===== config.mk =====
export PLATFORM = sky130hd
export DESIGN_NAME = priority_confidence_reference_selector
export DESIGN_NICKNAME = d
export VERILOG_FILES = /design/src/design/pcrs_pkg.sv /design/src/design/priority_confidence_reference_selector.sv
export SDC_FILE = /design/constraint.sdc
export NUM_CORES = 1
export LEC_CHECK = 0
export BUFFER_PORTS_ARGS = -buffer_cell sky130_fd_sc_hd__buf_4
export CAP_MARGIN = 20
export CELL_PAD_IN_SITES_DETAIL_PLACEMENT = 1
export CELL_PAD_IN_SITES_GLOBAL_PLACEMENT = 2
export CORE_MARGIN = 2
export CORE_UTILIZATION = 40
export DETAILED_ROUTE_END_ITERATION = 12
export PLACE_DENSITY_LB_ADDON = 0.15
export SLEW_MARGIN = 20
export SYNTH_ARGS = -nofsm -noshare
export SYNTH_HDL_FRONTEND = slang
export SYNTH_SLANG_ARGS = --single-unit

===== constraint.sdc =====
create_clock -name clk -period 5.91 [get_ports clk]
set_clock_uncertainty 0.05 [all_clocks]
set_input_delay 1.773 -clock clk [delete_from_list [all_inputs] [get_ports clk]]
set_output_delay 1.773 -clock clk [all_outputs]
set_load 0.02 [all_outputs]

===== src/design/pcrs_pkg.sv =====
`default_nettype none

package pcrs_pkg;

  localparam int CONF_W    = 17;
  localparam int CFG_W     = 16;
  localparam int KIND_W    = 3;
  localparam int MODE_W    = 2;
  localparam int MASK_W    = 16;
  localparam int RANK_W    = 3;
  localparam int OUTCOME_W = 3;
  localparam int REASON_W  = 3;
  localparam int INDEX_W   = 4;
  localparam int COUNT_W   = 5;

  typedef logic signed [CONF_W-1:0] conf_t;
  typedef logic [CFG_W-1:0]         cfg_t;
  typedef logic [KIND_W-1:0]        kind_t;
  typedef logic [MODE_W-1:0]        mode_t;
  typedef logic [MASK_W-1:0]        mask_t;
  typedef logic [RANK_W-1:0]        rank_t;
  typedef logic [OUTCOME_W-1:0]     outcome_t;
  typedef logic [REASON_W-1:0]      reason_t;
  typedef logic [INDEX_W-1:0]       index_t;
  typedef logic [COUNT_W-1:0]       count_t;

  localparam cfg_t CONF_MIN_RESET = 16'd21299;  // 0.65 in unsigned Q1.15

  localparam kind_t KIND_LINE         = 3'd0;
  localparam kind_t KIND_CROSS_EXIT   = 3'd1;
  localparam kind_t KIND_CIRCLE_LEFT  = 3'd2;
  localparam kind_t KIND_CIRCLE_RIGHT = 3'd3;
  localparam kind_t KIND_ROADBLOCK    = 3'd4;
  localparam kind_t KIND_ML_GROUNDED  = 3'd5;

  localparam mode_t MODE_INTERVAL_CENTER = 2'd0;
  localparam mode_t MODE_HOLD_LAST       = 2'd1;

  localparam reason_t REASON_NONE      = 3'd0;
  localparam reason_t REASON_BAD_CONF  = 3'd1;
  localparam reason_t REASON_HOLD_MODE = 3'd2;
  localparam reason_t REASON_NONE_MODE = 3'd3;
  localparam reason_t REASON_NO_LEAD   = 3'd4;
  localparam reason_t REASON_GAP       = 3'd5;
  localparam reason_t REASON_NONFINITE = 3'd6;

  localparam outcome_t OUTCOME_NOTHING  = 3'd0;
  localparam outcome_t OUTCOME_SPECIAL  = 3'd1;
  localparam outcome_t OUTCOME_LINE     = 3'd2;
  localparam outcome_t OUTCOME_AMBIG    = 3'd3;
  localparam outcome_t OUTCOME_NO_VALID = 3'd4;

  function automatic rank_t kind_rank(input kind_t kind);
    rank_t r;
    case (kind)
      KIND_ROADBLOCK:    r = 3'd5;
      KIND_CIRCLE_LEFT:  r = 3'd4;
      KIND_CIRCLE_RIGHT: r = 3'd4;
      KIND_CROSS_EXIT:   r = 3'd3;
      KIND_ML_GROUNDED:  r = 3'd2;
      KIND_LINE:         r = 3'd1;
      default:           r = 3'd0;  // unused kind codes
    endcase
    return r;
  endfunction

endpackage

`default_nettype wire


===== src/design/priority_confidence_reference_selector.sv =====
// Reference selector: picks one candidate out of a list of candidates.
// Input channel (in_valid/in_ready) carries one candidate per item, in list
// order; in_is_last closes the list. Only the closing item produces a result
// on the output channel (out_valid/out_ready), one result per list.
// The cfg_wr_en/cfg_wr_data port sets the special-kind confidence threshold;
// write it only between lists.
// The closing item is taken into the input register; once it can advance, the
// result lands in the result register and is shown on the output channel.
// Throughput: one item per cycle unless a closing item waits on a stalled result;
// each item is checked and folded into the running bests in a single pass.
// Items beyond MAX_CANDIDATES are dropped, but is_last still closes the list.
// Reset: all list state is cleared, the threshold returns to 0.65, no result
// is pending. After each result the list state clears on its own.
// Receiver stall: a result waits in the output register; non-closing items
// keep flowing, a closing item waits in the input register and in_ready
// drops until the pending result is taken.
`default_nettype none

module priority_confidence_reference_selector #(
  parameter int MAX_CANDIDATES = 16,
  parameter int PATH_SAMPLES   = 16
) (
  input  wire                    clk,
  input  wire                    rst_n,

  input  wire                    cfg_wr_en,
  input  pcrs_pkg::cfg_t         cfg_wr_data,

  input  wire                    in_valid,
  output logic                   in_ready,
  input  wire                    in_present,
  input  pcrs_pkg::kind_t        in_kind,
  input  pcrs_pkg::conf_t        in_confidence,
  input  wire                    in_confidence_nonfinite,
  input  pcrs_pkg::mode_t        in_path_mode,
  input  pcrs_pkg::mask_t        in_sample_present_mask,
  input  pcrs_pkg::mask_t        in_sample_nonfinite_mask,
  input  wire                    in_is_last,

  output logic                   out_valid,
  input  wire                    out_ready,
  output logic                   out_selected_present,
  output pcrs_pkg::index_t       out_selected_index,
  output pcrs_pkg::kind_t        out_selected_kind,
  output pcrs_pkg::outcome_t     out_outcome,
  output pcrs_pkg::count_t       out_valid_count,
  output pcrs_pkg::reason_t      out_first_reject_reason
);
  import pcrs_pkg::*;

  localparam int PW = $clog2(MAX_CANDIDATES + 1);
  localparam int IW = $clog2(MAX_CANDIDATES);
  localparam int PS = PATH_SAMPLES;
  localparam logic [PW-1:0] POS_LIMIT = PW'(MAX_CANDIDATES);
  localparam logic [PS-1:0] PS_ONE    = PS'(1);

  cfg_t cfg_r;

  // input register
  logic  s1_valid_r;
  logic  s1_present_r;
  kind_t s1_kind_r;
  conf_t s1_conf_r;
  logic  s1_nonfinite_r;
  mode_t s1_mode_r;
  mask_t s1_pmask_r;
  mask_t s1_nmask_r;
  logic  s1_last_r;

  // list state
  logic [PW-1:0] pos_r, pos_nxt;
  logic          line_found_r, line_found_nxt;
  logic [IW-1:0] line_idx_r, line_idx_nxt;
  conf_t         line_conf_r, line_conf_nxt;
  logic          sp_found_r, sp_found_nxt;
  logic [IW-1:0] sp_idx_r, sp_idx_nxt;
  rank_t         sp_rank_r, sp_rank_nxt;
  conf_t         sp_conf_r, sp_conf_nxt;
  kind_t         sp_kind_r, sp_kind_nxt;
  logic          tie_r, tie_nxt;
  logic [PW-1:0] acc_r, acc_nxt;
  reason_t       reject_r, reject_nxt;

  // result register
  logic     out_valid_r;
  logic     res_present_r;
  index_t   res_index_r;
  kind_t    res_kind_r;
  outcome_t res_outcome_r;
  count_t   res_count_r;
  reason_t  res_reason_r;

  logic     adv;
  logic     take;
  reason_t  why;
  rank_t    rank;
  logic [PS+MASK_W-1:0] pm_ext, nm_ext;
  logic [PS-1:0] pm, nm, lead;
  logic     gap, nonfin;
  logic     res_present;
  logic [IW-1:0] res_idx;
  kind_t    res_kind;
  outcome_t res_outcome;
  logic [IW+INDEX_W-1:0] res_idx_ext;
  logic [PW+COUNT_W-1:0] acc_ext;

  assign adv      = s1_valid_r && (!s1_last_r || !out_valid_r || out_ready);
  assign in_ready = !s1_valid_r || adv;
  assign take     = s1_present_r && (pos_r < POS_LIMIT);

  // sample mask checks: contiguous run from the leading sample
  assign pm_ext = {{PS{1'b0}}, s1_pmask_r};
  assign nm_ext = {{PS{1'b0}}, s1_nmask_r};
  assign pm     = pm_ext[PS-1:0];
  assign nm     = nm_ext[PS-1:0];
  assign lead   = (pm ^ (pm + PS_ONE)) & pm;
  assign gap    = |(pm & ~lead);
  assign nonfin = |(nm & lead);

  always_comb begin
    if (s1_nonfinite_r || s1_conf_r[CONF_W-1]) begin
      why = REASON_BAD_CONF;
    end else if (s1_mode_r == MODE_HOLD_LAST) begin
      why = REASON_HOLD_MODE;
    end else if (s1_mode_r != MODE_INTERVAL_CENTER) begin
      why = REASON_NONE_MODE;
    end else if (!pm[0]) begin
      why = REASON_NO_LEAD;
    end else if (nonfin) begin
      why = REASON_NONFINITE;
    end else if (gap) begin
      why = REASON_GAP;
    end else begin
      why = REASON_NONE;
    end
  end

  assign rank = kind_rank(s1_kind_r);

  always_comb begin
    pos_nxt        = pos_r;
    line_found_nxt = line_found_r;
    line_idx_nxt   = line_idx_r;
    line_conf_nxt  = line_conf_r;
    sp_found_nxt   = sp_found_r;
    sp_idx_nxt     = sp_idx_r;
    sp_rank_nxt    = sp_rank_r;
    sp_conf_nxt    = sp_conf_r;
    sp_kind_nxt    = sp_kind_r;
    tie_nxt        = tie_r;
    acc_nxt        = acc_r;
    reject_nxt     = reject_r;
    if (pos_r < POS_LIMIT) begin
      pos_nxt = pos_r + PW'(1);
    end
    if (take && why != REASON_NONE) begin
      if (reject_r == REASON_NONE) begin
        reject_nxt = why;
      end
    end else if (take) begin
      acc_nxt = acc_r + PW'(1);
      if (s1_kind_r == KIND_LINE) begin
        if (!line_found_r || s1_conf_r > line_conf_r) begin
          line_found_nxt = 1'b1;
          line_idx_nxt   = pos_r[IW-1:0];
          line_conf_nxt  = s1_conf_r;
        end
      end else if (s1_conf_r[CFG_W-1:0] >= cfg_r) begin
        // valid confidence is non-negative, so the low bits compare unsigned
        if (!sp_found_r || rank > sp_rank_r) begin
          sp_found_nxt = 1'b1;
          sp_idx_nxt   = pos_r[IW-1:0];
          sp_rank_nxt  = rank;
          sp_conf_nxt  = s1_conf_r;
          sp_kind_nxt  = s1_kind_r;
          tie_nxt      = 1'b0;
        end else if (rank == sp_rank_r) begin
          if (s1_conf_r > sp_conf_r) begin
            sp_idx_nxt  = pos_r[IW-1:0];
            sp_conf_nxt = s1_conf_r;
            sp_kind_nxt = s1_kind_r;
            tie_nxt     = 1'b0;
          end else if (s1_conf_r == sp_conf_r) begin
            tie_nxt = 1'b1;
          end
        end
      end
    end
  end

  always_comb begin
    res_present = 1'b0;
    res_idx     = '0;
    res_kind    = KIND_LINE;
    res_outcome = OUTCOME_NOTHING;
    if (tie_nxt) begin
      res_outcome = OUTCOME_AMBIG;
    end else if (sp_found_nxt) begin
      res_present = 1'b1;
      res_idx     = sp_idx_nxt;
      res_kind    = sp_kind_nxt;
      res_outcome = OUTCOME_SPECIAL;
    end else if (line_found_nxt) begin
      res_present = 1'b1;
      res_idx     = line_idx_nxt;
      res_outcome = OUTCOME_LINE;
    end else if (reject_nxt != REASON_NONE) begin
      res_outcome = OUTCOME_NO_VALID;
    end
  end

  assign res_idx_ext = {{INDEX_W{1'b0}}, res_idx};
  assign acc_ext     = {{COUNT_W{1'b0}}, acc_nxt};

  always_ff @(posedge clk) begin
    if (!rst_n) begin
      cfg_r <= CONF_MIN_RESET;
    end else if (cfg_wr_en) begin
      cfg_r <= cfg_wr_data;
    end
  end

  always_ff @(posedge clk) begin
    if (!rst_n) begin
      s1_valid_r <= 1'b0;
    end else if (in_valid && in_ready) begin
      s1_valid_r <= 1'b1;
    end else if (adv) begin
      s1_valid_r <= 1'b0;
    end
  end

  always_ff @(posedge clk) begin
    if (in_valid && in_ready) begin
      s1_present_r   <= in_present;
      s1_kind_r      <= in_kind;
      s1_conf_r      <= in_confidence;
      s1_nonfinite_r <= in_confidence_nonfinite;
      s1_mode_r      <= in_path_mode;
      s1_pmask_r     <= in_sample_present_mask;
      s1_nmask_r     <= in_sample_nonfinite_mask;
      s1_last_r      <= in_is_last;
    end
  end

  always_ff @(posedge clk) begin
    if (!rst_n || (adv && s1_last_r)) begin
      pos_r        <= '0;
      line_found_r <= 1'b0;
      line_idx_r   <= '0;
      line_conf_r  <= '0;
      sp_found_r   <= 1'b0;
      sp_idx_r     <= '0;
      sp_rank_r    <= '0;
      sp_conf_r    <= '0;
      sp_kind_r    <= KIND_LINE;
      tie_r        <= 1'b0;
      acc_r        <= '0;
      reject_r     <= REASON_NONE;
    end else if (adv) begin
      pos_r        <= pos_nxt;
      line_found_r <= line_found_nxt;
      line_idx_r   <= line_idx_nxt;
      line_conf_r  <= line_conf_nxt;
      sp_found_r   <= sp_found_nxt;
      sp_idx_r     <= sp_idx_nxt;
      sp_rank_r    <= sp_rank_nxt;
      sp_conf_r    <= sp_conf_nxt;
      sp_kind_r    <= sp_kind_nxt;
      tie_r        <= tie_nxt;
      acc_r        <= acc_nxt;
      reject_r     <= reject_nxt;
    end
  end

  always_ff @(posedge clk) begin
    if (!rst_n) begin
      out_valid_r <= 1'b0;
    end else if (adv && s1_last_r) begin
      out_valid_r <= 1'b1;
    end else if (out_ready) begin
      out_valid_r <= 1'b0;
    end
  end

  always_ff @(posedge clk) begin
    if (adv && s1_last_r) begin
      res_present_r <= res_present;
      res_index_r   <= res_idx_ext[INDEX_W-1:0];
      res_kind_r    <= res_kind;
      res_outcome_r <= res_outcome;
      res_count_r   <= acc_ext[COUNT_W-1:0];
      res_reason_r  <= reject_nxt;
    end
  end

  assign out_valid               = out_valid_r;
  assign out_selected_present    = res_present_r;
  assign out_selected_index      = res_index_r;
  assign out_selected_kind       = res_kind_r;
  assign out_outcome             = res_outcome_r;
  assign out_valid_count         = res_count_r;
  assign out_first_reject_reason = res_reason_r;

endmodule

`default_nettype wire


After elaboration in Yosys (flattened, before gate mapping)
Cells that the tools add are included.

storage, ports and cells
  word-level logic and storage cells = 152
  register bits = 158
  input port bits = 78
  output and inout port bits = 21

operators by class
  reductions and logical operators = 37
  add/subtract/negate cells = 3
  bitwise logic cells = 8
  order comparisons = 5
  equality and inequality tests = 8
  multiplexer cells = 60

operators by type and width
  cell                     number
  $mux W4                  13
  $mux W17                 3
  $and A16 B16 Y16         3
  $mux W3                  16
  $gt A17 B17 Y1           2
  $reduce_or A16 Y1        2
  $mux W1                  23
  $eq A17 B17 Y1           1
  $add A16 B1 Y16 const B  1
  $ge A16 B16 Y1           1
  $not A16 Y16             1
  $xor A16 B16 Y16         1
  $pmux W3 S5              1
  $add A5 B1 Y5 const B    2
  $mux W5                  2
  $reduce_bool A2 Y1       5
  $logic_or A1 B1 Y1       7
  $reduce_and A7 Y1        1
  $eq A3 B2 Y1 const B     2
  $eq A3 B3 Y1 const B     2
  $logic_not A1 Y1         6
  $logic_not A3 Y1         2
  $reduce_and A6 Y1        1
  $reduce_bool A3 Y1       2
  other kinds (12)         21

Depth between registers and ports, before layout
  depth in word-level cells = 19
  depth in mapped cells = 12
  depth with buffers taken out = 10

Least setup slack after synthesis
No wires, ideal clock.

  path kind = input to output
  from = in out_ready
  to = out in_ready
  path buffers = 0
  data required time = 4.087 ns
  arrival time = 2.092 ns
  slack = 1.995 ns
  stages on the path = 1
  path through = nand4b_1

on the way
  longest elaborated chain between the ends = 3

RTL lines
  item                 RTL line                                       text
  start: declaration   priority_confidence_reference_selector.sv:41   input wire out_ready,
  $logic_or A1 B1 Y1   priority_confidence_reference_selector.sv:107  assign adv = s1_valid_r && (!s1_last_r || !out_valid_r || out_ready);
  $logic_and A1 B1 Y1  priority_confidence_reference_selector.sv:107
  $logic_or A1 B1 Y1   priority_confidence_reference_selector.sv:108  assign in_ready = !s1_valid_r || adv;
  end: declaration     priority_confidence_reference_selector.sv:30   output logic in_ready,

No other way between the ends.

Worst setup path in the final report
Ends and elaborated chain as after synthesis.

==> results.json <==
{
  "status": "complete, no violations",
  "pre_cts_ws_ns": 1.81,
  "htreeDepth": 4,
  "path_clk_slew_ns": 0.06,
  "worstSetupPathType": "in -> out",
  "grt_pass1_wl_um": 32900,
  "yosysUniqueCellTypes": 63,
  "n_fill_cell": 2039,
  "grt_util_all_layers": 0.212,
  "core_mm2": 0.0186,
  "drt-pass1-iter-count": 5,
  "cts-root-to-sink-buffers": 2,
  "wire_per_inst_um": 19.1,
  "fin_nets": 951,
  "syn-instance-count": 731,
  "cts_setup_buffers": 0,
  "synth_ff_type": "dfxtp_1",
  "yosysWarnings": 0,
  "dieArea_mm2": 0.0200,
  "io_buffers": 98,
  "grt_overflow_total": 0,
  "antennaDiodeCount": 0,
  "cts.repair.resized": 0,
  "synthArstFlopShare": 0,
  "startpoint": "out_ready",
  "hold_start": "line_conf_r[16]",
  "syn-cell-area_mm2": 0.00755,
  "via_count": 5919,
  "finalNonFillerCells": 1065,
  "powerDensity_mw_per_mm2": 282,
  "final_cell_mix": "buf_4, dfxtp_1, edfxtp_1, a21oi_1, inv_1",
  "critPathMaxFanout": 3,
  "dp.cells": 1033,
  "hold_class": "reg -> reg",
  "place_hpwl_um": 14300,
  "maxCapViolCount": 0,
  "wl_um": 20400,
  "setup_violations": 0,
  "start_util": 0.405,
  "worst_pin_slew_ns": 1.11,
  "ant_nets": 0,
  "ir_drop_uv": 205,
  "drive_gt1_frac": 0.182,
  "tritoncts": "yes",
  "fin_setup_tns_ns": 0,
  "final-hold-violation-count": 0,
  "drcViolationCount": 0,
  "utilization": 0.487,
  "fmax_mhz": 244,
  "crit_path_start_kind": "input pin",
  "slew_violations": 0,
  "finalCriticalPeriod_ns": 4.11,
  "avgViaCountPerCell": 5.56,
  "rsz0062_at_grt": "no",
  "root_buffer": "clkbuf_16",
  "hold_slack_ns": 0.411,
  "placed_cell_area_mm2": 0.00848,
  "numCtsBuffers": 17,
  "die_w_um": 141,
  "final_area_mm2": 0.00909,
  "dr.first_iter.drc_count": 252,
  "crit_path_end_kind": "output port",
  "antenna_found_initial": 0,
  "ys_seq_area_frac": 0.519,
  "clock_latency_ns": 0.45,
  "cts-hold-fix-buffers": 0,
  "ys_ff_latch": 158,
  "syn_avg_cell_area_um2": 10.3,
  "final_common_cell": "buf_4",
  "syn_nets": 864,
  "setup_ws_ns": 1.80,
  "worstPathRequired_ns": 4.09,
  "arrival_ns": 2.28,
  "ios": 99,
  "grt_max_degree": 59,
  "post-route-period-util": 0.695,
  "grt_pass1_vias": 6335,
  "rows": 50,
  "leakagePower_nw": 3.48,
  "die_height_um": 141,
  "syn_to_final_growth_pct": 20.3,
  "design_power_total_mw": 2.56,
  "reg2reg_from": "pm[2]",
  "gp_congestion": 0.814,
  "cts.sinks": 158,
  "slew_headroom": 0.261,
  "synth_edf_count": 76
}
worst paths after layout:
path              cells past startpoint  slack [ns]                     to
setup / recovery                      3        1.80               in_ready
hold / removal                        2        0.41        line_conf_r[16]
setup reg to reg                      7        2.10  out_selected_index[3]
hold reg to reg                       2        0.41        line_conf_r[16]
power breakdown:
group	switching (mW)	total, mW	leakage [nW]	internal (mW)
Combinational	0.113	0.201	1.79	0.0888
Sequential	0.0326	1.22	1.40	1.19
Clock	0.486	1.14	0.294	0.655
Total	0.631	2.56	3.48	1.93
registers in the layout, indices dropped and copies added, names as in the netlist, 5 cells and up:
register / cells
acc_r: 5
cfg_r: 16
line_conf_r: 17
nm: 16
out_valid_count: 5
pm: 16
pos_r: 5
s1_conf_r: 17
sp_conf_r: 17
layer usage:
layer  vias up  wire length (µm)  track usage
met5         -                 0            0
met4         0               312       0.0647
met3        21               657       0.0476
met2       102              9970        0.367
met1      2938              9430        0.266
li1       2858                 -            -
synthesized netlist by cell type, types with 3 or more instances:
cell      instances  area [µm²]
and2_1            4        25.0
ha_1             55         688
edfxtp_1         76        2280
clkbuf_1         26        97.6
xor2_1            4        35.0
nand2_1          23        86.3
a31o_2            3        26.3
a211oi_1          8        60.1
o21a_1            5        37.5
buf_2             5        25.0
a211o_1           3        26.3
a21oi_1          68         340
nor2b_1          15        93.8
nand4_1          11        68.8
o211a_1           3        30.0
dfxtp_1          82        1640
o32ai_1           4        35.0
nor3_1           12        60.1
mux2i_1          20         200
o211ai_1          9        67.6
nor4_1            3        18.8
a21boi_0          4        30.0
and4_1            7        61.3
nand3_1          57         285
inv_1            67         251
or3_1             3        18.8
xnor2_1           5        43.8
a21o_1           11        82.6
nand2b_1          6        37.5
and3_1            3        18.8
o21ai_0          58         290
a31oi_1           4        25.0
nor2_1           28         105
critical path, cell delays in order:
cell      delay [ns]
buf_4           0.12
nand4b_1        0.20
buf_4           0.19
cells by family (layout without fill, tap and decap cells):
family / count (synthesis) / after routing / synth area share
multiplexers: 22 / 22 / 0.0295
AND/OR/NAND/NOR: 182 / 182 / 0.129
AO/OA/AOI/OAI: 203 / 203 / 0.167
buffers and inverters: 102 / 202 / 0.0535
XOR/XNOR: 9 / 9 / 0.0104
flip-flops: 158 / 158 / 0.519
adder cells (fa/ha/maj): 55 / 55 / 0.0911
final cells by class:
type                            count  area (µm²)  share of cell area
Multi-Input combinational cell    471        3240               0.356
Inverter                           67         251              0.0277
Clock buffer                       19         453              0.0498
Timing Repair Buffer              103         773              0.0851
Tap cell                          234         293              0.0322
Clock inverter                     13         155              0.0171
Sequential cell                   158        3920               0.432
Note: power is estimated with default switching activity, not from simulation.
